`src/hdl/mm2_pkg.sv`:
```
package mm2_pkg;

	localparam logic [31:0] MIX_MUL     = 32'h5bd1_e995;
	localparam int          MIX_SHIFT   = 24;
	localparam int          FIN_SHIFT_A = 13;
	localparam int          FIN_SHIFT_B = 15;
	localparam logic [31:0] SEED_RESET  = 32'h0000_00fa;

	typedef logic [1:0] op_t;

	// shared unit operations
	localparam op_t OP_KMUL  = 2'd0;	// a*M
	localparam op_t OP_KMIX  = 2'd1;	// (a ^ a>>24)*M
	localparam op_t OP_HMIX  = 2'd2;	// (a*M) ^ b
	localparam op_t OP_FMIX  = 2'd3;	// (a ^ a>>13)*M

	localparam int FULL_BYTES = 4;

endpackage

```
`src/hdl/mm2_unit.sv`:
```
module mm2_unit
	import mm2_pkg::*;
(
	input  op_t         op,
	input  logic [31:0] a,
	input  logic [31:0] b,
	output logic [31:0] y
);

	logic [31:0] operand;
	logic [31:0] product;

	always_comb begin
		case (op)
			OP_KMUL: operand = a;
			OP_KMIX: operand = a ^ (a >> MIX_SHIFT);
			OP_HMIX: operand = a;
			OP_FMIX: operand = a ^ (a >> FIN_SHIFT_A);
			default: operand = a;
		endcase
	end

	assign product = operand * MIX_MUL;
	assign y       = (op == OP_HMIX) ? (product ^ b) : product;

endmodule

```
`src/hdl/murmur2_hash_32.sv`:
```
// channel | valid    | stall     | payload
// in      | in_valid | in_stall  | data_word, bytes_valid, first_item, last_item, message_length
// out     | out_valid| out_stall | hash_value
// cfg     | cfg_we   | -         | cfg_wdata (seed)
//
// Full word: the request, then three passes through the one shared multiplier.
// Tail word: the request and one pass; empty word: the request only. Last word: then the avalanche.
// Reset (arst_n low) clears the running hash and out_valid, seed to 0xfa, and the sequencer.
// A finished hash waits in the output register; a new request is taken meanwhile,
// and only the next avalanche waits for out_stall to drop.
module murmur2_hash_32
	import mm2_pkg::*;
(
	input  logic        clk,
	input  logic        arst_n,
	input  logic        cfg_we,
	input  logic [31:0] cfg_wdata,
	input  logic        in_valid,
	output logic        in_stall,
	input  logic [31:0] data_word,
	input  logic [2:0]  bytes_valid,
	input  logic        first_item,
	input  logic        last_item,
	input  logic [31:0] message_length,
	output logic        out_valid,
	input  logic        out_stall,
	output logic [31:0] hash_value
);

	localparam logic [2:0] ST_IDLE = 3'd0;
	localparam logic [2:0] ST_K1   = 3'd1;
	localparam logic [2:0] ST_K2   = 3'd2;
	localparam logic [2:0] ST_H    = 3'd3;
	localparam logic [2:0] ST_F1   = 3'd4;
	localparam logic [2:0] ST_F2   = 3'd5;

	logic [2:0]  state_q;
	logic [31:0] seed_q;
	logic [31:0] h_q;
	logic [31:0] k_q;
	logic        last_q;
	logic [31:0] hash_q;
	logic        out_valid_q;

	logic        accept;
	logic [31:0] h_start;
	logic [31:0] tail_mask;
	op_t         op;
	logic [31:0] unit_a;
	logic [31:0] unit_y;
	logic        out_free;

	assign accept   = in_valid && (state_q == ST_IDLE);
	assign in_stall = (state_q != ST_IDLE);
	assign h_start  = first_item ? (seed_q ^ message_length) : h_q;
	assign out_free = !out_valid_q || !out_stall;

	always_comb begin
		case (bytes_valid[1:0])
			2'd1:    tail_mask = 32'h0000_00ff;
			2'd2:    tail_mask = 32'h0000_ffff;
			2'd3:    tail_mask = 32'h00ff_ffff;
			default: tail_mask = 32'h0000_0000;
		endcase
	end

	always_comb begin
		case (state_q)
			ST_K1:   begin op = OP_KMUL; unit_a = k_q; end
			ST_K2:   begin op = OP_KMIX; unit_a = k_q; end
			ST_H:    begin op = OP_HMIX; unit_a = h_q; end
			ST_F1:   begin op = OP_FMIX; unit_a = h_q; end
			default: begin op = OP_KMUL; unit_a = k_q; end
		endcase
	end

	mm2_unit u_unit (
		.op (op),
		.a  (unit_a),
		.b  (k_q),
		.y  (unit_y)
	);

	always_ff @(posedge clk or negedge arst_n) begin
		if (!arst_n) begin
			state_q     <= ST_IDLE;
			seed_q      <= SEED_RESET;
			h_q         <= '0;
			out_valid_q <= 1'b0;
		end else begin
			if (cfg_we) begin
				seed_q <= cfg_wdata;
			end
			if ((state_q == ST_F2) && out_free) begin
				out_valid_q <= 1'b1;
			end else if (!out_stall) begin
				out_valid_q <= 1'b0;
			end
			case (state_q)
				ST_IDLE: begin
					if (accept) begin
						if (bytes_valid[2]) begin
							h_q     <= h_start;
							state_q <= ST_K1;
						end else if (bytes_valid[1:0] != 2'd0) begin
							h_q     <= h_start ^ (data_word & tail_mask);
							state_q <= ST_H;
						end else begin
							h_q     <= h_start;
							state_q <= last_item ? ST_F1 : ST_IDLE;
						end
					end
				end
				ST_K1:   state_q <= ST_K2;
				ST_K2:   state_q <= ST_H;
				ST_H: begin
					h_q     <= unit_y;
					state_q <= last_q ? ST_F1 : ST_IDLE;
				end
				ST_F1:   state_q <= ST_F2;
				ST_F2: begin
					if (out_free) begin
						state_q <= ST_IDLE;
					end
				end
				default: state_q <= ST_IDLE;
			endcase
		end
	end

	// datapath registers
	always_ff @(posedge clk) begin
		case (state_q)
			ST_IDLE: begin
				if (accept) begin
					k_q    <= bytes_valid[2] ? data_word : '0;
					last_q <= last_item;
				end
			end
			ST_K1, ST_K2, ST_F1: k_q <= unit_y;
			ST_F2: begin
				if (out_free) begin
					hash_q <= k_q ^ (k_q >> FIN_SHIFT_B);
				end
			end
			default: ;
		endcase
	end

	assign out_valid  = out_valid_q;
	assign hash_value = hash_q;

endmodule

```
`config.mk`:
```
export PLATFORM = sky130hd
export DESIGN_NAME = murmur2_hash_32
export DESIGN_NICKNAME = d
export VERILOG_FILES = /design/src/hdl/mm2_pkg.sv /design/src/hdl/mm2_unit.sv /design/src/hdl/murmur2_hash_32.sv
export SDC_FILE = /design/constraint.sdc
export NUM_CORES = 1
export LEC_CHECK = 0
export BUFFER_PORTS_ARGS = -buffer_cell sky130_fd_sc_hd__buf_4
export CORE_ASPECT_RATIO = 2
export CORE_MARGIN = 4
export CORE_UTILIZATION = 35
export CTS_CLUSTER_SIZE = 10
export DETAILED_ROUTE_END_ITERATION = 10
export PLACE_DENSITY = 0.62
export SYNTH_ARGS = -nofsm -noshare
export SYNTH_HDL_FRONTEND = slang
export SYNTH_SLANG_ARGS = --single-unit
```
`constraint.sdc`:
```
create_clock -name clk -period 24.7 [get_ports clk]
set_input_delay 4.94 -clock clk [delete_from_list [all_inputs] [get_ports clk]]
set_output_delay 4.94 -clock clk [all_outputs]
set_load 0.02 [all_outputs]
```
# ---- Yosys cells after proc, flatten, opt, wreduce, memory -nomap -nowiden
# Index checks and enable logic that the tools add are counted.
dict set report word_totals {
  latchBits 0
  n_memories 0
  mem_bits_rw 0
  ff_bits 133
  out_inout_bits 34
  in_bits 106
  rom_bits 0
}
dict set report classes {
  mul 1
  shift 0
  muxes 22
  bitwise_logic 7
  n_reduce_logical 19
  n_addsub 0
  order_cmp 0
  n_eq_ne 14
  div_mod_pow 0
}
# op count
set op_table {}
lappend op_table {{two-way mux 32 bit} 8}
lappend op_table {{one-hot mux 32 bit (2 select lines)} 2}
lappend op_table {{one-hot mux 32 bit (3 select lines)} 1}
lappend op_table {{bitwise XOR 32 bit} 3}
lappend op_table {{one-hot mux 24 bit (3 select lines)} 1}
lappend op_table {{bitwise AND 32 bit} 1}
lappend op_table {{multiplier 32 x 31 -> 32 bit (second input constant)} 1}
lappend op_table {{bitwise XOR 32 x 17 -> 32 bit} 1}
lappend op_table {{bitwise XOR 32 x 19 -> 32 bit} 1}
lappend op_table {{bitwise XOR 32 x 8 -> 32 bit} 1}
lappend op_table {{two-way mux 3 bit} 6}
lappend op_table {{one-hot mux 3 bit (6 select lines)} 1}
lappend op_table {{AND reduction 2 bit} 5}
lappend op_table {{equality test 2 bit (second input constant)} 4}
lappend op_table {{equality test 3 x 2 -> 1 bit (second input constant)} 2}
lappend op_table {{equality test 3 bit (second input constant)} 2}
lappend op_table {{one-hot mux 2 bit (3 select lines)} 1}
lappend op_table {{nonzero test 2 bit} 3}
lappend op_table {{equality test 2 x 1 -> 1 bit (second input constant)} 2}
lappend op_table {{inequality test 2 bit (second input constant)} 2}
lappend op_table {{OR reduction 2 bit} 2}
lappend op_table {{equality test 3 x 1 -> 1 bit (second input constant)} 1}
lappend op_table {{logical NOT 3 bit} 1}
lappend op_table {{nonzero test 3 bit} 1}
lappend op_table {{other kinds (7)} 10}

# ---- Longest topological paths before layout
dict set report logic_depth {
  depth_word 9
  mapped_depth 33
}

# ---- Cells and area by module
# Synthesis repeated with hierarchy kept, for this count alone.
dict set report unflattened {
  hier_cells 1661
  area_unflattened_um2 16408.2
}
# mod n_inst cells_each area_per_inst_um2
set by_module_without_submodules {}
lappend by_module_without_submodules {mm2_unit 1 1049 9676.8}
lappend by_module_without_submodules {murmur2_hash_32 1 612 6731.5}

# ---- Least setup slack after synthesis
# No wires, ideal clock.
dict set report synth_timing {
  kind {register to register}
  startpoint {register state_q[0]}
  endpoint {register k_q[30] (data pin)}
  setup_time_ns 0.288
  arrival_ns 7.612
  setup_slack_ns 16.800
  stages_incl_launch_ff 31
  n_path_buf 4
  required_time_ns 24.412
  path_cell_list {dfrtp_1 > buf_6 > clkbuf_1 > clkbuf_1 > clkbuf_1 > o21ai_0 > a21oi_1 > ha_1 > ha_1 > fa_1 > inv_1 > fa_1 > inv_1 > fa_1 > inv_1 > fa_1 > inv_1 > fa_1 > inv_1 > fa_1 > inv_1 > ha_1 > o21a_1 > nor2_1 > or3_1 > a211oi_1 > nor2_1 > a211oi_1 > o41ai_1 > xnor2_1 > mux2i_1}
}
dict set report synth_between {
  elab_chain_len 9
  word_cells_on_any_way 21
  cone_classes {1 x mul; 7 x eq/ne; 5 x mux; 3 x bitwise; 5 x reduce/logical}
}
# element line
set synth_lines {}
lappend synth_lines {{start, declared} murmur2_hash_32.sv:37} ;# logic [2:0] state_q;
lappend synth_lines {{start signal, assigned} murmur2_hash_32.sv:110} ;# state_q <= last_item ? ST_F1 : ST_IDLE;
lappend synth_lines {{start signal, assigned} murmur2_hash_32.sv:118} ;# state_q <= last_q ? ST_F1 : ST_IDLE;
lappend synth_lines {{equality test 3 bit, or another cell as far along} {murmur2_hash_32.sv:68, murmur2_hash_32.sv:133}}
lappend synth_lines {{one-hot mux 2 bit (3 select lines) or OR reduction 2 bit (tied branches)} --}
lappend synth_lines {{equality test 2 bit, or another cell as far along} {mm2_unit.sv:14, mm2_unit.sv:24}}
lappend synth_lines {{OR reduction 2 bit (no line), or another cell as far along} --}
lappend synth_lines {{one-hot mux 32 bit (3 select lines)} mm2_unit.sv:14} ;# case (op)
lappend synth_lines {{multiplier 32 x 31 -> 32 bit} mm2_unit.sv:23} ;# assign product = operand * MIX_MUL;
lappend synth_lines {{bitwise XOR 32 bit} mm2_unit.sv:24} ;# assign y = (op == OP_HMIX) ? (product ^ b) : product;
lappend synth_lines {{two-way mux 32 bit} mm2_unit.sv:24}
lappend synth_lines {{one-hot mux 32 bit (2 select lines) (*)} murmur2_hash_32.sv:133} ;# case (state_q)
lappend synth_lines {{end signal, assigned} murmur2_hash_32.sv:136} ;# k_q <= bytes_valid[2] ? data_word : '0;
lappend synth_lines {{end signal, assigned} murmur2_hash_32.sv:140} ;# ST_K1, ST_K2, ST_F1: k_q <= unit_y;
lappend synth_lines {{end, declared} murmur2_hash_32.sv:40} ;# logic [31:0] k_q;
# Every way passes the cells marked *; elsewhere a longest branch is shown, timed or not.
# A chain may end at the register's enable or synchronous reset.

# ---- Final worst setup path
dict set report layout_timing {
  startpoint {register state_q[2]}
  endpoint {register k_q[30] (data pin)}
}
# The elaborated chain is that of the path after synthesis.

==> results.md <==
* Relative slew margins at 0.313
* Vias at between 10000 and 15000
* Ys Warns at 0
* Nets at approximately 2300
* Worst setup EP type: flip-flop
* Final Hold Viols at 0
* Max frequency at 107 MHz
* Worst-Skew Late Latency at approximately 440 ps
* Vias in the first global route at approximately 14000
* Share of layout cells above drive strength 1 at 0.134
* First-pass GRT wire length at 82200 um
* Die X-Extent at ~160 um
* Final ANT Viol Nets at 0
* Setup Viol. Count Final at 0
* Yosys reg bits at approximately 130
* RSZ-0062 raised after global routing: no
* # resized after CTS at 0
* Max H-tree Level at 4
* Worst EP required at between 20000 and 25000 ps
* Area delta synth->final at 14.6%
* Inst Count DP at around 2400
* Max-cap violation count at 0
* Syn_nets at 2212
* Min-Delay Path Depth at 1
* Min cycle time layout at roughly 9400 ps
* CTS tree: built
* Count leader, synth: inv_1
* Largest net degree at the start of global routing at 65
* Via density at 5.10
* Post-Syn Area at around 17000 sq um
* CP Buf/Inv Count at 8
* Top FF cell, synth: edfxtp_1
* Netlist cell types at 56
* Final Skew at approximately 10 ps
* Antenna violations before repair at 0
* Starting DRC count in detailed routing at 582
* WL per Instance at ~22 um
* Hold_ws at around 530 ps
* FFs w/ async S/R, synth at 0.511
* Routability cong. at around 0.96
* CP Depth at 30
* Slowest stage cell on the critical path: xnor2_1
* CP Max Fanout at 27
* Sequential-to-total area share from yosys stat at 0.222
* Final worst-path cycle share at 0.380
* R2R depth at 30
* Post-synth EDFFs at 65
* Final Slew Violations at 0
* Clock buffer depth at 2
* Critical path startpoint category: flip-flop
* Port buffer count at around 140
* Hold Crit Class: flip-flop to flip-flop
* Synth top cells by count: inv_1 (349), ha_1 (214), fa_1 (178)
* # DRC at 0
* Most common cell on crit path: inv_1
* Top cells by area, synth: fa_1 (22%), ha_1 (16%), edfxtp_1 (12%)
* Dpl hpwl at approximately 47000 um
* Final cell count without fillers at ~2500
* First-pass DRT Iterations at 7
* Mapped Cells at 1714
* Final core occ at 0.406
* Root buf cell: clkbuf_16
* Final wirelength at about 55000 um
* Row count at ~110
* Worst-Margin Slew at slightly above 1000 ps
* CTS clk-pin slew, worst paths at approximately 70 ps
* Initial Util at 0.354
* Post-synth top area cell: fa_1
* Status: finished, final reports clean
* Core area at around 47000 sq um
* Post-CTS Setup Bufs at 0
* Post-route setup TNS at 0 ps
* Die area at between 50000 and 60000 sq um
* Die H at 315 um
* IO Count at 140
* WP data arrival at 9550 ps
* Grt ovf at 0
* CTS Hold Bufs at 0
* Synth Area per Inst at 9.63 sq um
* Crit Path Category: flip-flop to flip-flop
* # clock sinks at roughly 130
* GRT Total Usage at 0.218
* # diodes at 0
* Cts bufs inserted at 17
* Crit-path leading delay family: adder cells
* CP peak stage delay at 810 ps
* Synth top area share at 0.216
==> worst reg2reg max path: cells and delay by family (launching register included) <==
family,cells,cell delay (ps)
buffers and inverters,8,600
and+or+nand+nor,5,1460
xor gates and xnor gates,2,1070
adders and majority gates,9,3710
muxes,2,280
AOI/OAI and AO/OA,4,1240
DFF,1,780
==> worst paths after layout <==
check	startpoint	to	slack (ps)
worst max register to register	state_q[2]	k_q[30]	15320
worst min-delay path	seed_q[15]	seed_q[15]	530
max in group asynchronous	arst_n	seed_q[22]	19280
min in group asynchronous	arst_n	seed_q[0]	4310
worst max-delay path	state_q[2]	k_q[30]	15320
worst min register to register	seed_q[15]	seed_q[15]	530
==> sequential cells by signal, indices dropped and copies added, names as in the netlist <==
register	count
h_q	32
state_q	3
seed_q	32
k_q	32
last_q	1
out_valid	1
hash_value	32
==> cell type report <==
cell class | count | area, sq um
Fill cell | 4599 | 27700
Tap cell | 627 | 785
Clock inverter | 14 | 166
Multi-Input combinational cell | 1177 | 11300
Timing Repair Buffer | 163 | 1220
Clock buffer | 18 | 429
Inverter | 349 | 1310
Sequential cell | 133 | 3660
==> cells in the final DEF, fill, tap and decap left out, types with 3 or more instances in the layout <==
| cell | count |
|---|---|
| ha_1 | 214 |
| xor2_1 | 82 |
| dfrtp_1 | 62 |
| fa_1 | 178 |
| nor3_1 | 12 |
| a31oi_1 | 6 |
| nor2b_1 | 7 |
| and2_1 | 5 |
| o2111ai_1 | 3 |
| nor2_1 | 54 |
| a211oi_1 | 7 |
| a21o_1 | 10 |
| xnor2_1 | 121 |
| o211ai_1 | 27 |
| a21oi_1 | 41 |
| o21ai_0 | 94 |
| inv_1 | 349 |
| o21a_1 | 10 |
| clkbuf_16 | 17 |
| dfstp_2 | 6 |
| a21oi_2 | 4 |
| mux2_2 | 32 |
| mux2i_1 | 11 |
| nand2_1 | 159 |
| inv_6 | 5 |
| a22oi_1 | 8 |
| nand3_1 | 39 |
| o22ai_1 | 8 |
| clkinv_4 | 5 |
| buf_4 | 163 |
| edfxtp_1 | 65 |
| nand4_1 | 9 |
| nand2b_1 | 3 |
==> stage by stage <==
| step | instance area [sq um] | setup slack (ps) |
|---|---|---|
| 2_1_floorplan | 16500 | 16800 |
| 3_3_place_gp | 18300 | 15640 |
| 3_5_place_dp | 18300 | 15460 |
| 4_1_cts | 18900 | 15400 |
| 5_1_grt | 18900 | 14910 |
| 6_report | 18900 | 15320 |
==> per-layer routing <==
metal,routed length (um),global-route usage
met3,1700,0.0217
met1,16800,0.196
met5,0,0
met4,5430,0.178
met2,30900,0.426
==> cells by family (layout without fill, tap and decap cells) <==
| group | Yosys count | after routing | share of synthesized area |
|---|---|---|---|
| compound gates | 235 | 235 | 0.0871 |
| xor+xnor | 207 | 207 | 0.112 |
| fa+ha+maj | 392 | 392 | 0.378 |
| buf+inv | 404 | 544 | 0.0932 |
| flops | 133 | 133 | 0.222 |
| mux | 43 | 43 | 0.0285 |
| simple gates | 300 | 300 | 0.0789 |
Power is not shown: default switching activity piles up to over one toggle a cycle in this logic, so the estimate is an artifact.
